**config.mk**
```make
export PLATFORM = sky130hd
export DESIGN_NAME = nau_obuf
export DESIGN_NICKNAME = d
export VERILOG_FILES = /design/src/nau_pkg.sv /design/src/nau_obuf.sv
export SDC_FILE = /design/constraint.sdc
export NUM_CORES = 1
export LEC_CHECK = 0
export BUFFER_PORTS_ARGS = -buffer_cell sky130_fd_sc_hd__buf_2
export CORE_MARGIN = 2
export CORE_UTILIZATION = 51
export CTS_CLUSTER_DIAMETER = 60
export DETAILED_ROUTE_END_ITERATION = 8
export MAX_ROUTING_LAYER = met4
export PLACE_DENSITY = 0.75
export SYNTH_ARGS = -nofsm -noshare
export SYNTH_HDL_FRONTEND = slang
export SYNTH_SLANG_ARGS = --single-unit
```
**constraint.sdc**
```tcl
create_clock -name clk -period 4.86 [get_ports clk]
set_input_delay 0.486 -clock clk [delete_from_list [all_inputs] [get_ports clk]]
set_output_delay 0.486 -clock clk [all_outputs]
set_load 0.005 [all_outputs]
```
**src/nau_pkg.sv**
```systemverilog
// Shared types, constants and elaboration-time exponent tables for the activation unit.
// No dependencies.
package nau_pkg;

  localparam int DATA_WIDTH = 16;
  localparam int FRAC_BITS  = 12;
  localparam int LEAK_W     = 16;
  localparam int SLOPE_W    = 17;
  localparam int CMD_W      = 2;

  localparam int OUT_FW = DATA_WIDTH + SLOPE_W;
  localparam int OUT_TW = ((OUT_FW + 7) / 8) * 8;

  localparam logic [LEAK_W-1:0]  LEAK_RESET = 16'd655;
  localparam logic [SLOPE_W-1:0] SLOPE_ONE  = 17'h10000;

  typedef enum logic [CMD_W-1:0] {
    CMD_SIGMOID = 2'd0,
    CMD_RELU    = 2'd1,
    CMD_LEAKY   = 2'd2
  } cmd_t;

  // e^-|x| is held in unsigned Q1.EF, the quotient 1/(1+e) in Q0.QF
  localparam int EF  = 48;
  localparam int EW  = EF + 1;
  localparam int SPL = EF / 2;
  localparam int HW  = EW - SPL;
  localparam int PW  = 2 * EF + 1;
  localparam int DW  = EF + 2;
  localparam int RW  = DW + 1;
  localparam int QF  = 40;

  localparam int ACT_W = FRAC_BITS + 1;
  localparam int S16_W = 17;

  localparam int HI_N = (1 << (DATA_WIDTH - 1 - 8)) + 1;
  localparam int LO_N = 256;

  typedef logic [EW-1:0] hi_tab_t [HI_N];
  typedef logic [EW-1:0] lo_tab_t [LO_N];

  localparam int QB = 60;
  localparam logic [63:0] Q_ONE = 64'd1 << QB;

  // Elaboration-time helpers only: they build the constant tables below.
  function automatic logic [63:0] qmul(input logic [63:0] a, input logic [63:0] b);
    logic [127:0] p;
    p = {64'd0, a} * {64'd0, b};
    return p[QB+63:QB];
  endfunction

  // e^-(2^-FRAC_BITS) in Q60 by a short alternating series
  function automatic logic [63:0] exp_unit();
    logic [63:0] f1, f2, f3, f4;
    f1 = Q_ONE >> FRAC_BITS;
    f2 = qmul(f1, f1);
    f3 = qmul(f2, f1);
    f4 = qmul(f3, f1);
    return Q_ONE - f1 + f2 / 2 - f3 / 6 + f4 / 24;
  endfunction

  function automatic logic [EW-1:0] q60_round(input logic [63:0] t);
    logic [63:0] r;
    r = t + (64'd1 << (QB - EF - 1));
    return r[QB:QB-EF];
  endfunction

  // e^-(k * 256 * 2^-FRAC_BITS)
  function automatic hi_tab_t build_hi();
    hi_tab_t     tab;
    logic [63:0] c, h, t;
    c = exp_unit();
    h = Q_ONE;
    for (int i = 0; i < LO_N; i++) h = qmul(h, c);
    t = Q_ONE;
    for (int k = 0; k < HI_N; k++) begin
      tab[k] = q60_round(t);
      t = qmul(t, h);
    end
    return tab;
  endfunction

  // e^-(j * 2^-FRAC_BITS)
  function automatic lo_tab_t build_lo();
    lo_tab_t     tab;
    logic [63:0] c, t;
    c = exp_unit();
    t = Q_ONE;
    for (int j = 0; j < LO_N; j++) begin
      tab[j] = q60_round(t);
      t = qmul(t, c);
    end
    return tab;
  endfunction

  localparam hi_tab_t EXP_HI = build_hi();
  localparam lo_tab_t EXP_LO = build_lo();

  // Per-item sideband that rides along the sigmoid datapath
  typedef struct packed {
    logic                  is_sig;
    logic                  neg;
    logic [DATA_WIDTH-1:0] alt_act;
    logic [SLOPE_W-1:0]    alt_slope;
  } side_t;

  typedef struct packed {
    logic                  valid;
    logic [DATA_WIDTH-1:0] act;
    logic [SLOPE_W-1:0]    slope;
  } res_t;

endpackage

```
**src/nau_obuf.sv**
```systemverilog
// Output register with a one-item skid stage; drives the pipeline advance enable.
// Depends on nau_pkg.
module nau_obuf (
  input  logic                       clk,
  input  logic                       rst_n,
  input  nau_pkg::res_t              res,
  output logic                       pipe_en,
  output logic                       out_tvalid,
  input  logic                       out_tready,
  output logic [nau_pkg::OUT_TW-1:0] out_tdata
);
  import nau_pkg::*;

  logic                  out_v_r, out_v_nxt;
  logic [DATA_WIDTH-1:0] out_act_r, out_act_nxt;
  logic [SLOPE_W-1:0]    out_slope_r, out_slope_nxt;
  logic                  skid_v_r, skid_v_nxt;
  logic [DATA_WIDTH-1:0] skid_act_r, skid_act_nxt;
  logic [SLOPE_W-1:0]    skid_slope_r, skid_slope_nxt;
  logic                  o_ready;

  assign pipe_en = !skid_v_r;
  assign o_ready = !out_v_r || out_tready;

  always_comb begin
    out_v_nxt      = out_v_r;
    out_act_nxt    = out_act_r;
    out_slope_nxt  = out_slope_r;
    skid_v_nxt     = skid_v_r;
    skid_act_nxt   = skid_act_r;
    skid_slope_nxt = skid_slope_r;
    if (skid_v_r) begin
      if (o_ready) begin
        out_v_nxt     = 1'b1;
        out_act_nxt   = skid_act_r;
        out_slope_nxt = skid_slope_r;
        skid_v_nxt    = 1'b0;
      end
    end else if (o_ready) begin
      out_v_nxt     = res.valid;
      out_act_nxt   = res.act;
      out_slope_nxt = res.slope;
    end else if (res.valid) begin
      skid_v_nxt     = 1'b1;
      skid_act_nxt   = res.act;
      skid_slope_nxt = res.slope;
    end
  end

  always_ff @(posedge clk) begin
    if (!rst_n) begin
      out_v_r  <= 1'b0;
      skid_v_r <= 1'b0;
    end else begin
      out_v_r  <= out_v_nxt;
      skid_v_r <= skid_v_nxt;
    end
  end

  always_ff @(posedge clk) begin
    out_act_r    <= out_act_nxt;
    out_slope_r  <= out_slope_nxt;
    skid_act_r   <= skid_act_nxt;
    skid_slope_r <= skid_slope_nxt;
  end

  assign out_tvalid = out_v_r;
  assign out_tdata  = {{(OUT_TW - OUT_FW){1'b0}}, out_slope_r, out_act_r};

endmodule

```
==> run summary, run 1 <==
run status - finished, final reports clean
Synth warnings - 0
Max-Cap Viols - 0
register area - 0.00202 sq mm
Setup-failing EPs final - 0
RR Endpoint - skid_slope_r[9]$_DFFE_PP_
switching pwr - 244 uW
hold_buf cts - 0
number of inserted diodes - 0
DR vias/cell - 4.79
vias in the first global route - 1397
Mean Syn Cell Area - 22.4 sq um
startpoint types - register
dpl cells - 257
Post-CTS Setup Inserts - 0
grt ovf - 0
Sink Count - 68
Remaining DRCs - 0
Port Buf Inserts - 71
Mapped Area - 0.00267 sq mm
RR Startpoint - out_tvalid$_SDFFE_PN0P_
Initial Util - 52.5%
fin worst setup slack - 2.64 ns
total power - 1300 uW
sequential share of power - 52.9%
sw frac - 18.8%
Min Clock Period, post-route - 2.22 ns
CTS resizes - 0
Yosys cell types - 14
core region area - 0.00507 sq mm
GP Congestion - 0.693
DR WL/cell - 15.5 um
Logic pwr share - 6.3%
Relative slew margins - 25.1%
count of nets left with antenna violations after detail routing - 0
H-Tree Depth - 3
I/O Pins - 79
Max Freq - 451 MHz
number of cell rows - 26
initial DRC count - 46
initial antenna violation count - 0
TritonCTS clock tree - done
Die Ht - 76.3 um
die width - 76.3 um
most frequent cells in the layout - 71 x buf_2, 66 x edfxtp_1, 27 x mux2_4, 12 x clkbuf_8, 7 x conb_1
leak pwr - 0.00131 uW
Fin Setup TNS - 0 ns
clock slew at reported path FFs - 0.07 ns
arrival time at the worst endpoint - 1.73 ns
commonest non-fill, non-tap cell in the layout - buf_2
Slew Viols, Final - 0
DRT Pass-1 Iters - 4
worst skew pair latency - 0.34 ns
nets - 235
Yosys reg bits - 68
layout cells sized above 1 - 62.6%
CP Max Fanout - 36
Power Density - 397 mW/mm^2
Pint - 1050 uW
worst slew pin tran - 1.12 ns
hold endpoint - skid_slope_r[6]$_DFFE_PP_
Min-Delay Path Class - in -> reg
Clk network pwr share - 40.8%
Final Cycle Share - 45.7%
Hold Startpoint - res[6]
area of the multi-input gates - 547 sq um
gr usage total - 16.4%
Area growth syn-to-layout - 22.5%
Required @ worst endpoint - 4.37 ns
pre-CTS WS - 2.64 ns
Root Driver - clkbuf_8
type of element capturing the critical path - primary output
maximum clock insertion buffer count - 2
WL final - 4240 um
hold depth - 1
Final Hold Fails - 0
Setup Skew - 0.00721 ns
RSZ-0062 raised after global routing - no
Post-Layout Cell Count - 273
Mapped Cells - 119
worst vdd ir - 245 uV
reg2reg setup slack - 3.01 ns
Worst R2R Path Depth - 3
DP HPWL - 2800 um
via count - 1307
largest net degree at the start of global routing - 37
global-route wire length before repair - 6880 um
die area - 0.00582 sq mm
WS Path Type - reg -> out
CTS Buf Count - 9
sequential share of the synthesized area - 75.8%
fillcell total - 374
==> worst max-delay path, stage by stage, from the launching register on <==
cell	delay, ns
dfxtp_2	1.08
inv_1	0.12
buf_2	0.18
==> Yosys cell counts <==
| cell | instances | area, sq um |
|---|---|---|
| mux2_4 | 27 | 405 |
| dfxtp_1 | 2 | 40.0 |
| nor2_2 | 1 | 6.26 |
| conb_1 | 1 | 3.75 |
| buf_6 | 1 | 11.3 |
| inv_1 | 1 | 3.75 |
| a21boi_0 | 1 | 7.51 |
| edfxtp_1 | 66 | 1980 |
| mux2_2 | 6 | 67.6 |
| nor3b_1 | 1 | 7.51 |
| nor3b_2 | 1 | 12.5 |
| buf_4 | 7 | 52.6 |
| nand2b_1 | 1 | 6.26 |
| buf_12 | 3 | 60.1 |
==> power groups by stage <==
stage | registers [uW] | logic [uW] | clock network (uW)
global route | 689 | 89.5 | 570
global placement | 699 | 79.1 | 0
CTS | 687 | 83.0 | 539
detailed placement | 699 | 82.7 | 0
floorplan | 700 | 41.5 | 0
finish | 686 | 81.9 | 528
==> sequential cells by signal (all words and copies together) (netlist names) <==
| name | flops |
|---|---|
| skid_act_r | 16 |
| out_slope_r | 17 |
| skid_slope_r | 17 |
| skid_v_r | 1 |
| out_tvalid | 1 |
| out_act_r | 16 |
==> per-stage QoR <==
step                      utilization [%]  hold slack [ns]  cell area [sq um]
final                                64.4            0.335               3270
after global routing                 64.4            0.317               3270
after CTS                            64.4            0.320               3270
after detailed placement             59.7            0.530               3030
after global placement               59.7            0.530               3030
after floorplan                         -            0.523               2690
==> kinds of logic (layout without fill, tap and decap cells) <==
family	Yosys count	count (layout)	synth area share, %
DFF	68	68	75.8
muxes	33	33	17.7
buffers and inverters	12	90	4.79
and+or+nand+nor	4	4	1.22
other	1	7	0.141
AOI/OAI and AO/OA	1	1	0.282
==> metal layers <==
| layer | share of wire (%) | track usage (%) | routed length (um) | vias up |
|---|---|---|---|---|
| li1 | - | - | - | 606 |
| met1 | 41 | 18.5 | 1750 | 637 |
| met2 | 50 | 25.2 | 2120 | 58 |
| met3 | 6.9 | 7.58 | 293 | 6 |
| met4 | 1.7 | 7.09 | 74 | 0 |
| met5 | 0 | - | 0 | - |
==> layout make-up <==
type	count	share of cell area (%)
inverters	1	0.115
flip-flops and latches	68	61.9
clock buffers	12	5.06
multi-input cells	45	16.7
well taps	70	2.68
repair buffers	73	11.3
clock inverters	4	2.14
==> worst max-delay path by stage <==
stage | startpoint | endpoint | slack [ns] | cells after the start
after global routing | skid_v_r$_SDFF_PN0_ | pipe_en | 2.58 | 2
after floorplan | out_tready | skid_act_r[0]$_DFFE_PP_ | 0.49 | 2
after CTS | skid_v_r$_SDFF_PN0_ | pipe_en | 2.65 | 2
after global placement | out_tready | skid_slope_r[3]$_DFFE_PP_ | 2.73 | 4
final | skid_v_r$_SDFF_PN0_ | pipe_en | 2.64 | 2
after detailed placement | out_tready | skid_slope_r[6]$_DFFE_PP_ | 2.64 | 4
No activity file was read; power rests on OpenSTA's default activity.
==> run 2, diff against run 1 <==
--- a/config.mk
+++ b/config.mk
@@ -7,11 +7,11 @@
 export LEC_CHECK = 0
 export BUFFER_PORTS_ARGS = -buffer_cell sky130_fd_sc_hd__buf_2
 export CORE_MARGIN = 2
-export CORE_UTILIZATION = 51
+export CORE_UTILIZATION = 46
 export CTS_CLUSTER_DIAMETER = 60
 export DETAILED_ROUTE_END_ITERATION = 8
 export MAX_ROUTING_LAYER = met4
-export PLACE_DENSITY = 0.75
+export PLACE_DENSITY = 0.71
 export SYNTH_ARGS = -nofsm -noshare
 export SYNTH_HDL_FRONTEND = slang
 export SYNTH_SLANG_ARGS = --single-unit
==> constraint.sdc (replaced) <==
create_clock -name clk -period 2 [get_ports clk]
set_input_delay 0.2 -clock clk [delete_from_list [all_inputs] [get_ports clk]]
set_output_delay 0.2 -clock clk [all_outputs]
set_load 0.005 [all_outputs]
==> run 2 against run 1 <==
Compared with the run above: register-to-register slack lost 2.5 ns; worst hold slack worse by 0.27 ns; sequential power up 140%; highest routed layer unchanged; largest power group unchanged; critical endpoint is now skid_act_r[15]$_DFFE_PP_; sequential cell count stayed put; critical path type is now reg -> reg.
==> run summary, run 2 (synthesis gave the netlist of run 1 again) <==
metal2 WL - 2000 um
leak pwr - 0.00131 uW
Setup Skew - 0.00525 ns
layout cells sized above 1 - 61.7%
die width - 80.1 um
Remaining DRCs - 0
DR WL/cell - 15.4 um
global-route wire length before repair - 6730 um
Largest regs - out_slope_r (17), skid_slope_r (17)
family with the most delay on the worst path - simple AND/OR/NAND/NOR gates
largest net degree at the start of global routing - 36
Max-Cap Viols - 0
count of nets left with antenna violations after detail routing - 0
DP HPWL - 2990 um
type of element capturing the critical path - register
gr usage total - 14.7%
Finished Cell Area - 0.00326 sq mm
maximum clock insertion buffer count - 2
Sink Count - 68
Min Clock Period, post-route - 1.52 ns
met1 WL - 1910 um
number of inserted diodes - 0
Post-CTS Setup Inserts - 0
Area growth syn-to-layout - 22.4%
CP Cell Sequence - nor3b_4, buf_4
Final Cycle Share - 76.0%
worst vdd ir - 509 uV
GP Congestion - 0.715
Root Driver - clkbuf_8
WL final - 4280 um
clock slew at reported path FFs - 0.06 ns
Port Buf Inserts - 71
Slowest cell on crit path - nor3b_4
worst path bufs/invs - 1
via count - 1304
most frequent cells in the layout - 71 x buf_2, 66 x edfxtp_1, 27 x mux2_4, 9 x clkbuf_8, 7 x conb_1
Die Ht - 80.1 um
RSZ-0062 raised after global routing - no
hold_buf cts - 0
Max Freq - 658 MHz
worst skew pair latency - 0.32 ns
initial DRC count - 77
Initial Util - 48.1%
grt ovf - 0
Power Density - 891 mW/mm^2
die area - 0.00642 sq mm
post-placement cell area - 0.00308 sq mm
Required @ worst endpoint - 2.03 ns
CTS resizes - 0
Min-Delay Path Class - in -> reg
Slew Viols, Final - 0
DR vias/cell - 4.69
I/O Pins - 79
H-Tree Depth - 3
WL met3 - 335 um
initial antenna violation count - 0
top layer in use - met4
CTS Buf Count - 9
fillcell total - 446
WS Path Type - reg -> reg
Final Hold Fails - 0
nets - 238
Setup-failing EPs final - 0
CP peak stage delay - 0.50 ns
arrival time at the worst endpoint - 1.55 ns
commonest non-fill, non-tap cell in the layout - buf_2
number of cell rows - 27
area of the multi-input gates - 558 sq um
TritonCTS clock tree - done
core region area - 0.00554 sq mm
Fin Setup TNS - 0 ns
vias in the first global route - 1378
startpoint types - register
run status - finished, final reports clean
CP Max Fanout - 12
register area - 0.00202 sq mm
DRT Pass-1 Iters - 4
run 2: changes by cell type in the layout (fill, tap and decap cells not counted), sizes merged:
| cell | before | now |
|---|---|---|
| clkbuf | 12 | 10 |
| clkinvlp | 0 | 1 |
| buf | 73 | 76 |
| bufinv | 2 | 1 |
| clkinv | 2 | 4 |
run 2: per-stage QoR:
step,instances,util (%),worst slack (ns),total power (uW),hold WS [ns]
after floorplan,125,-,0.00234,1800,0.299
after global placement,262,55.6,0.555,1900,0.392
after detailed placement,262,55.6,0.460,1910,0.392
after CTS,278,58.9,0.460,2950,0.0446
after global routing,278,58.9,0.388,3020,0.0472
final,278,58.9,0.480,2910,0.0627
run 2: report_power, final:
group          total, uW  internal [uW]  switching (uW)
clock               1040            563             473
sequential          1660           1640            19.8
combinational        209            120            89.4
run 2: worst reg2reg max path, stage by stage, from the launching register on:
cell     delay (ns)
dfxtp_2        0.42
nor3b_4        0.50
buf_4          0.30
run 2: per-layer routing:
metal	global-route usage, %	up-vias
li1	-	612
met1	19.3	625
met2	21.8	62
met3	4.38	5
met4	6.10	0
met5	-	-
run 2: path summary, 6_finish.rpt:
path	from	endpoint	slack, ns	cells after the start
setup / recovery	skid_v_r$_SDFF_PN0_	skid_act_r[15]$_DFFE_PP_	0.48	2
setup reg to reg	skid_v_r$_SDFF_PN0_	skid_act_r[15]$_DFFE_PP_	0.48	2
hold / removal	res[32]	skid_act_r[15]$_DFFE_PP_	0.06	1
hold reg to reg	skid_slope_r[0]$_DFFE_PP_	out_slope_r[0]$_DFFE_PP_	0.55	1
run 2: final cells by class:
| class | instances | area share, % |
|---|---|---|
| clock inverters | 6 | 1.69 |
| multi-input cells | 45 | 17.1 |
| repair buffers | 76 | 12.4 |
| well taps | 72 | 2.76 |
| inverters | 1 | 0.115 |
| clock buffers | 10 | 3.91 |
| flip-flops and latches | 68 | 62.0 |
