File: src/nau_pkg.sv
// Shared types, constants and elaboration-time exponent tables for the activation unit.
// No dependencies.
package nau_pkg;

  localparam int DATA_WIDTH = 16;
  localparam int FRAC_BITS  = 12;
  localparam int LEAK_W     = 16;
  localparam int SLOPE_W    = 17;
  localparam int CMD_W      = 2;

  localparam int OUT_FW = DATA_WIDTH + SLOPE_W;
  localparam int OUT_TW = ((OUT_FW + 7) / 8) * 8;

  localparam logic [LEAK_W-1:0]  LEAK_RESET = 16'd655;
  localparam logic [SLOPE_W-1:0] SLOPE_ONE  = 17'h10000;

  typedef enum logic [CMD_W-1:0] {
    CMD_SIGMOID = 2'd0,
    CMD_RELU    = 2'd1,
    CMD_LEAKY   = 2'd2
  } cmd_t;

  // e^-|x| is held in unsigned Q1.EF, the quotient 1/(1+e) in Q0.QF
  localparam int EF  = 48;
  localparam int EW  = EF + 1;
  localparam int SPL = EF / 2;
  localparam int HW  = EW - SPL;
  localparam int PW  = 2 * EF + 1;
  localparam int DW  = EF + 2;
  localparam int RW  = DW + 1;
  localparam int QF  = 40;

  localparam int ACT_W = FRAC_BITS + 1;
  localparam int S16_W = 17;

  localparam int HI_N = (1 << (DATA_WIDTH - 1 - 8)) + 1;
  localparam int LO_N = 256;

  typedef logic [EW-1:0] hi_tab_t [HI_N];
  typedef logic [EW-1:0] lo_tab_t [LO_N];

  localparam int QB = 60;
  localparam logic [63:0] Q_ONE = 64'd1 << QB;

  // Elaboration-time helpers only: they build the constant tables below.
  function automatic logic [63:0] qmul(input logic [63:0] a, input logic [63:0] b);
    logic [127:0] p;
    p = {64'd0, a} * {64'd0, b};
    return p[QB+63:QB];
  endfunction

  // e^-(2^-FRAC_BITS) in Q60 by a short alternating series
  function automatic logic [63:0] exp_unit();
    logic [63:0] f1, f2, f3, f4;
    f1 = Q_ONE >> FRAC_BITS;
    f2 = qmul(f1, f1);
    f3 = qmul(f2, f1);
    f4 = qmul(f3, f1);
    return Q_ONE - f1 + f2 / 2 - f3 / 6 + f4 / 24;
  endfunction

  function automatic logic [EW-1:0] q60_round(input logic [63:0] t);
    logic [63:0] r;
    r = t + (64'd1 << (QB - EF - 1));
    return r[QB:QB-EF];
  endfunction

  // e^-(k * 256 * 2^-FRAC_BITS)
  function automatic hi_tab_t build_hi();
    hi_tab_t     tab;
    logic [63:0] c, h, t;
    c = exp_unit();
    h = Q_ONE;
    for (int i = 0; i < LO_N; i++) h = qmul(h, c);
    t = Q_ONE;
    for (int k = 0; k < HI_N; k++) begin
      tab[k] = q60_round(t);
      t = qmul(t, h);
    end
    return tab;
  endfunction

  // e^-(j * 2^-FRAC_BITS)
  function automatic lo_tab_t build_lo();
    lo_tab_t     tab;
    logic [63:0] c, t;
    c = exp_unit();
    t = Q_ONE;
    for (int j = 0; j < LO_N; j++) begin
      tab[j] = q60_round(t);
      t = qmul(t, c);
    end
    return tab;
  endfunction

  localparam hi_tab_t EXP_HI = build_hi();
  localparam lo_tab_t EXP_LO = build_lo();

  // Per-item sideband that rides along the sigmoid datapath
  typedef struct packed {
    logic                  is_sig;
    logic                  neg;
    logic [DATA_WIDTH-1:0] alt_act;
    logic [SLOPE_W-1:0]    alt_slope;
  } side_t;

  typedef struct packed {
    logic                  valid;
    logic [DATA_WIDTH-1:0] act;
    logic [SLOPE_W-1:0]    slope;
  } res_t;

endpackage

File: src/nau_post.sv
// Back end: round the reciprocal to Q1.12 and Q1.16, mirror for negative x,
// form s(1-s) and select the result. Depends on nau_pkg.
module nau_post (
  input  logic                   clk,
  input  logic                   rst_n,
  input  logic                   en,
  input  logic                   in_valid,
  input  logic [nau_pkg::QF-1:0] in_q,
  input  nau_pkg::side_t         in_side,
  output nau_pkg::res_t          res
);
  import nau_pkg::*;

  localparam logic [ACT_W-1:0] ACT_ONE = ACT_W'(1) << FRAC_BITS;
  localparam logic [S16_W-1:0] S16_ONE = S16_W'(1) << 16;

  // stage 1: rounding and mirror
  logic             v1_r;
  logic [ACT_W-1:0] act1_r, act_nxt;
  logic [S16_W-1:0] s16_1_r, u1_r, s16_nxt;
  side_t            side1_r;
  logic [QF:0]      act_sum, s16_sum;
  logic [ACT_W-1:0] act_p;
  logic [S16_W-1:0] s16_p;

  assign act_sum = {1'b0, in_q} + ((QF+1)'(1) << (QF - FRAC_BITS - 1));
  assign s16_sum = {1'b0, in_q} + ((QF+1)'(1) << (QF - 17));
  assign act_p   = act_sum[QF:QF-FRAC_BITS];
  assign s16_p   = s16_sum[QF:QF-16];
  assign act_nxt = in_side.neg ? (ACT_ONE - act_p) : act_p;
  assign s16_nxt = in_side.neg ? (S16_ONE - s16_p) : s16_p;

  always_ff @(posedge clk) begin
    if (!rst_n) begin
      v1_r <= 1'b0;
    end else if (en) begin
      v1_r <= in_valid;
    end
  end

  always_ff @(posedge clk) begin
    if (en) begin
      act1_r  <= act_nxt;
      s16_1_r <= s16_nxt;
      u1_r    <= S16_ONE - s16_nxt;
      side1_r <= in_side;
    end
  end

  // stage 2: derivative product and result select
  logic                  res_v_r;
  logic [DATA_WIDTH-1:0] res_act_r;
  logic [SLOPE_W-1:0]    res_slope_r;
  res_t                  res_nxt;
  logic [2*S16_W-1:0]    prod;

  assign prod = (s16_1_r * u1_r) + (2*S16_W)'(32768);

  always_comb begin
    res_nxt.valid = v1_r;
    if (side1_r.is_sig) begin
      res_nxt.act   = DATA_WIDTH'(act1_r);
      res_nxt.slope = prod[16+SLOPE_W-1:16];
    end else begin
      res_nxt.act   = side1_r.alt_act;
      res_nxt.slope = side1_r.alt_slope;
    end
  end

  always_ff @(posedge clk) begin
    if (!rst_n) begin
      res_v_r <= 1'b0;
    end else if (en) begin
      res_v_r <= res_nxt.valid;
    end
  end

  always_ff @(posedge clk) begin
    if (en) begin
      res_act_r   <= res_nxt.act;
      res_slope_r <= res_nxt.slope;
    end
  end

  assign res = {res_v_r, res_act_r, res_slope_r};

endmodule

File: config.mk
export PLATFORM = sky130hd
export DESIGN_NAME = nau_post
export DESIGN_NICKNAME = d
export VERILOG_FILES = /design/src/nau_pkg.sv /design/src/nau_post.sv
export SDC_FILE = /design/constraint.sdc
export NUM_CORES = 1
export LEC_CHECK = 0
export ABC_CLOCK_PERIOD_IN_PS = 6300
export BUFFER_PORTS_ARGS = -buffer_cell sky130_fd_sc_hd__buf_2
export CAP_MARGIN = 20
export CELL_PAD_IN_SITES_DETAIL_PLACEMENT = 1
export CELL_PAD_IN_SITES_GLOBAL_PLACEMENT = 2
export CORE_MARGIN = 3
export CORE_UTILIZATION = 37
export CTS_CLUSTER_DIAMETER = 80
export CTS_CLUSTER_SIZE = 40
export DETAILED_ROUTE_END_ITERATION = 10
export PLACE_DENSITY_LB_ADDON = 0.2
export RECOVER_POWER = 100
export SYNTH_ARGS = -nofsm -noshare
export SYNTH_HDL_FRONTEND = slang
export SYNTH_SLANG_ARGS = --single-unit
File: constraint.sdc
create_clock -name clk -period 6.3 [get_ports clk]
set_input_delay 0.315 -clock clk [delete_from_list [all_inputs] [get_ports clk]]
set_output_delay 0.315 -clock clk [all_outputs]
set_load 0.005 [all_outputs]
==> metrics.txt, run 1 <==
DIE WIDTH 205 microns; Area growth, synth to finish 21.8%; Max Cap Viol 2; Hold Violations, Final 0; num ports 113; share of the synthesized area in the top cell type 0.303; Synth area leader fa_1; initial antenna violation count 0; mux cell area share after synthesis 0.0275; synthesized area 14700 sq um; Die H 205 microns; Die ar. 42200 sq um; Critical Path End Type flip-flop; core box area 39000 sq um; Inst Count DP 2110; DR pass1 iterations 5; ant diodes 0; Antenna Nets Post-Route 0; row count 72; Compound-Gate Fraction of Synth Area 0.0438; WP data required 6490 ps; vias in the first global route 11800; Reg2Reg Depth 21; synth cell count leaders inv_1 (288), fa_1 (223), nand2_1 (170); Clock Tree Root clkbuf_16; Final min period 6510 ps; CTS tree done; total gr overflow 0; RePlAce Congestion 0.801; Worst Path Max Fanout 5; largest cells by area after synthesis fa_1 (30%), edfxtp_1 (23%), ha_1 (10%), inv_1 (7.3%), and2_1 (6.2%); Hold Path Class input pin to flip-flop; Clock Latency Late Sink 440 ps; Setup Viol. Count Final 10; outcome complete, but fails checks; pin count of the biggest net entering global routing 77; Worst slew margin -0.509; share of synthesized registers carrying an async set or reset 0; startpoint type of the worst setup path flip-flop; Final Cycle Share 1.03; share of cells above drive strength 1 0.243; Seq/Total Area, Yosys 0.233; critical path data arrival time 6700 ps; Syn Nets 1867; Clock Skew 14.6 ps; GRT Total Usage 0.188; Post-synth top flop edfxtp_1; buffers added on ports 89; EDFF count, synth 113; Post-Synth Simple-Gate Area 0.152; post-detail-place hpwl 29300 microns; Worst Hold Depth 1; worst slew pin tran 2260 ps; largest family of logic cells by synthesized area adder cells; kind of critical path flip-flop to flip-flop; Yosys cell types 64; RSZ-0062 raised after global routing yes; initial core utilization 0.377; fmax 0.154 GHz; Sink Count 115; Non-Filler Instances 2183; max-slew violations 118; final setup margin -213 ps; htree depth 4; xor and xnor area share after synthesis 0.0488; YS warnings 0; Post-Syn Area per Cell 10.2 sq um; post-synthesis adder-cell area fraction 0.403; via count 10300; DRT iter0 DRCs 368; Num CTS Buffers 17; drt drc 0; Worst-path clk slew 70 ps; CTS max path bufs 2; first-pass GRT wire length 61800 microns; flops & latches, synth 115; cells after synthesis 1448; cell with the most instances after synthesis inv_1; Layout Nets 2071; drt wl/cell 16.8 microns; failing checks capacitance limit, slew limit, setup timing; drt total wl 36700 microns; Via density 4.73
final cells by class:
type | count | area, sq um
Clock buffer | 17 | 425
Fill cell | 4367 | 21100
Tap cell | 518 | 648
Clock inverter | 15 | 149
Multi-Input combinational cell | 984 | 10400
Sequential cell | 115 | 3430
Inverter | 288 | 1080
Timing Repair Buffer | 246 | 1800
sequential cells by signal, indices dropped and copies added, names as in the netlist:
register / cells
side1_r: 34
res_slope_r: 17
s16_1_r: 17
res_act_r: 16
u1_r: 16
act1_r: 13
res_v_r: 1
v1_r: 1
worst max-delay path: stages (launching register included):
cell and delay [ps]:
edfxtp_1 460, buf_4 200, and2_1 160, fa_1 480, fa_1 480, fa_2 570, fa_2 450, fa_1 540
inv_2 40, fa_1 510, inv_2 50, ha_4 230, and3_4 150, a221o_1 300, a21o_4 260, a211oi_4 250
buf_12 150, o31ai_4 50, a221o_1 330, a21o_1 200, xor2_1 140, mux2_4 250
metal layers:
layer | wire (microns) | part of all wire | global-route usage
met2 | 19700 | 0.54 | 0.352
met1 | 16000 | 0.43 | 0.231
met5 | 0 | 0 | 0
met3 | 627 | 0.017 | 0.0242
met4 | 444 | 0.012 | 0.0359
worst paths after layout:
check,slack [ps],endpoint,from
worst max-delay path,-210,res_slope_r[13],u1_r[14]
worst min-delay path,50,side1_r[17],in_side[17]
worst max register to register,-210,res_slope_r[13],u1_r[14]
worst min register to register,530,res_v_r,res_v_r
layout by cell type (no fill, tap or decap), drive strengths merged, types with 36 or more instances in the layout:
cell,n
edfxtp,113
clkbuf,47
fa,223
ha,117
buf,216
xor2,36
inv,294
nand2,170
and2,145
xnor2,46
timing repair:
item	4_1_cts	5_1_grt
buffers inserted	35	7
setup endpoints to repair	17	15
pin swaps	111	36
gates cloned	1	0
gates resized for setup	126	33
hold buffers	0	0
logic make-up after synthesis:
family | after synthesis
AND/OR/NAND/NOR | 433
adder cells (fa/ha/maj) | 340
flip-flops | 115
multiplexers | 36
buffers and inverters | 349
XOR/XNOR | 82
AO/OA/AOI/OAI | 93
through the flow:
stage	setup WS (ps)	hold WS (ps)	instance area [sq um]	utilization	TNS [ps]
floorplan	11.0	414	14900	-	0
global placement	-757	491	16500	0.423	-8040
detailed placement	-803	494	16500	0.423	-8700
CTS	-137	27.2	17900	0.458	-561
global route	-367	26.2	17900	0.459	-3420
finish	-213	46.8	17900	0.459	-1270
Power of run 1 is left out: the tool's default activity adds up to more than one toggle a clock period on the data nets, which glitch-free logic cannot reach.
==> run 2, diff against run 1 <==
--- a/config.mk
+++ b/config.mk
@@ -10,7 +10,6 @@
 export CAP_MARGIN = 20
 export CELL_PAD_IN_SITES_DETAIL_PLACEMENT = 1
 export CELL_PAD_IN_SITES_GLOBAL_PLACEMENT = 2
-export CORE_MARGIN = 3
 export CORE_UTILIZATION = 37
 export CTS_CLUSTER_DIAMETER = 80
 export CTS_CLUSTER_SIZE = 40
==> constraint.sdc (replaced) <==
create_clock -name clk -period 6.3 [get_ports clk]
set_input_delay 1.89 -clock clk [delete_from_list [all_inputs] [get_ports clk]]
set_output_delay 1.89 -clock clk [all_outputs]
set_load 0.005 [all_outputs]
==> metrics.txt, run 2 (synthesis results as in run 1) <==
outcome complete, but fails checks; failing checks capacitance limit, slew limit, setup timing; Antenna Nets Post-Route 0 (unchanged); Worst slew margin -1.96 (-1.45); max-slew violations 81 (-31%); worst slew pin tran 4430 ps (+2170 ps); Via density 4.73 (about the same); htree depth 4 (unchanged); ant diodes 0 (unchanged); most used cell, CP fa_1; Seq. cell area 3430 sq um (unchanged); initial core utilization 0.378 (+0.000873); largest reg by FF count side1_r; Final Cycle Share 1.02 (-0.00894); Layout Nets 2066 (-0.24%); core box area 38900 sq um (-0.23%); Max Cap Viol 1 (-1); Hold Crit Endpoint res_v_r; Worst-path clk slew 60 ps (about the same); hold path start res_v_r; RePlAce Congestion 0.775 (-3.2%); WP data required 6490 ps (about the same); via count 10300 (-0.22%); Hold Violations, Final 0 (unchanged); startpoint type of the worst setup path flip-flop; Hold Path Class flip-flop to flip-flop; CTS tree done; commonest cells after routing, fill and taps aside inv_1 (271), fa_1 (207), nand2_1 (167); buffers added on ports 89 (unchanged); DIE WIDTH 201 microns (-1.9%); pin count of the biggest net entering global routing 81 (+5.2%); most common cell after layout, fill and taps aside inv_1; Reg2Reg Depth 21 (unchanged); Worst Hold Depth 2 (+1); Clock Tree Root clkbuf_16; fillers 4404 (+0.85%); r2r endpoint res_slope_r[13]; vias in the first global route 11900 (+0.83%); fmax 0.155 GHz (+0.87%); r2r setup slk -160 ps (+60 ps); biggest regs side1_r: 34 flops, res_slope_r: 17 flops, s16_1_r: 17 flops; share of cells above drive strength 1 0.227 (-0.0155); area occupied by multi-input gates 10300 sq um (-0.78%); Worst Path Max Fanout 6 (+1); drt drc 0 (unchanged); Critical Path End Type flip-flop; first-pass GRT wire length 60300 microns (-2.4%); Final min period 6460 ps (-56.3 ps); total gr overflow 0 (unchanged); final setup margin -157 ps (+56.3 ps); Inst Count DP 2104 (-0.28%); Clock Latency Late Sink 440 ps (about the same); max FFs per register 34 (unchanged); reg2reg start u1_r[15]; drt total wl 35100 microns (-4.4%); row count 72 (unchanged); Die ar. 40600 sq um (-3.9%); RSZ-0062 raised after global routing yes; Sink Count 115 (unchanged); Area growth, synth to finish 20.8%; kind of critical path flip-flop to flip-flop; Setup Viol. Count Final 8 (-2); num ports 113 (unchanged); pre-CTS setup slack -601 ps (+202 ps); slowest stage delay, CP 590 ps (+20 ps); post-detail-place hpwl 28000 microns (-4.4%); initial antenna violation count 0 (unchanged); drt wl/cell 16.1 microns (-4.2%); critical path data arrival time 6650 ps (-50 ps); CP max stage cell fa_1; critical path, cell by cell buf_4 -> and2_1 -> fa_1 -> fa_1 -> fa_2 -> fa_1 -> fa_1 -> inv_1 -> fa_1 -> inv_2 -> ha_4 -> a21o_1 -> a221o_1 -> a21o_1 -> a211oi_4 -> buf_6 -> o31ai_2 -> a221o_1 -> a21o_1 -> xor2_1 -> mux2_4; Num CTS Buffers 17 (unchanged); CTS max path bufs 2 (unchanged); Clock Skew 18.8 ps (+4.24 ps); GRT Total Usage 0.189 (+0.00131); DRT iter0 DRCs 347 (-5.7%); Post-CTS Hold Fix Bufs 0 (unchanged); DR pass1 iterations 4 (-1); Die H 201 microns (-1.9%); Non-Filler Instances 2178 (-0.23%)
==> run 2: changes by cell type in the layout (fill, tap and decap cells not counted), moves of 11 or more <==
cell,before,now
clkbuf_1,29,18
and2_1,118,134
inv_2,30,17
inv_1,258,271
and2_4,25,9
==> run 2: layer usage <==
metal,track usage,up-vias,part of all wire
met5,0,-,0
met4,0.0406,0,0.0089
met3,0.0275,13,0.023
met2,0.347,87,0.53
met1,0.233,5285,0.44
li1,-,4921,-
==> run 2: cell type report <==
type                       count  share of cell area
clock buffer                  17              0.0239
timing repair buffer         241              0.0985
tap                          518              0.0365
inverter                     288              0.0608
sequential                   115               0.193
clock inverter                15             0.00823
multi-input combinational    984               0.579
==> run 2: repair_timing <==
item | 4_1_cts | 5_1_grt
resized for setup | 92 | 24
hold endpoints to repair | 0 | 0
pin swaps | 80 | 32
setup endpoints to repair | 15 | 15
gates cloned | 1 | 0
setup buffers | 34 | 10
==> run 2: worst max-delay path by stage <==
stage,start,endpoint,cells after the start
floorplan,u1_r[16],res_slope_r[13],20
global placement,u1_r[10],res_slope_r[16],24
detailed placement,s16_1_r[4],res_slope_r[16],24
CTS,s16_1_r[10],res_slope_r[13],22
global route,s16_1_r[10],res_slope_r[16],24
finish,u1_r[15],res_slope_r[13],21
==> run 2: worst max-delay path, delay by kind of cell (launching register included) <==
kind | cells | cell delay (ps)
adder cells (fa/ha/maj) | 7 | 3230
AO/OA/AOI/OAI | 7 | 1560
buffers and inverters | 4 | 440
flip-flops | 1 | 420
multiplexers | 1 | 260
AND/OR/NAND/NOR | 1 | 170
XOR/XNOR | 1 | 140
==> run 2: per-stage QoR <==
step / utilization / setup TNS [ps] / hold slack [ps] / area, sq um
5_1_grt: 0.457 / -6020 / 559 / 17800
3_3_place_gp: 0.424 / -4470 / 498 / 16500
4_1_cts: 0.454 / -770 / 522 / 17700
2_1_floorplan: - / 0 / 482 / 14900
3_5_place_dp: 0.424 / -5590 / 509 / 16500
6_report: 0.457 / -658 / 520 / 17800
Power of run 2 is left out for the same reason.
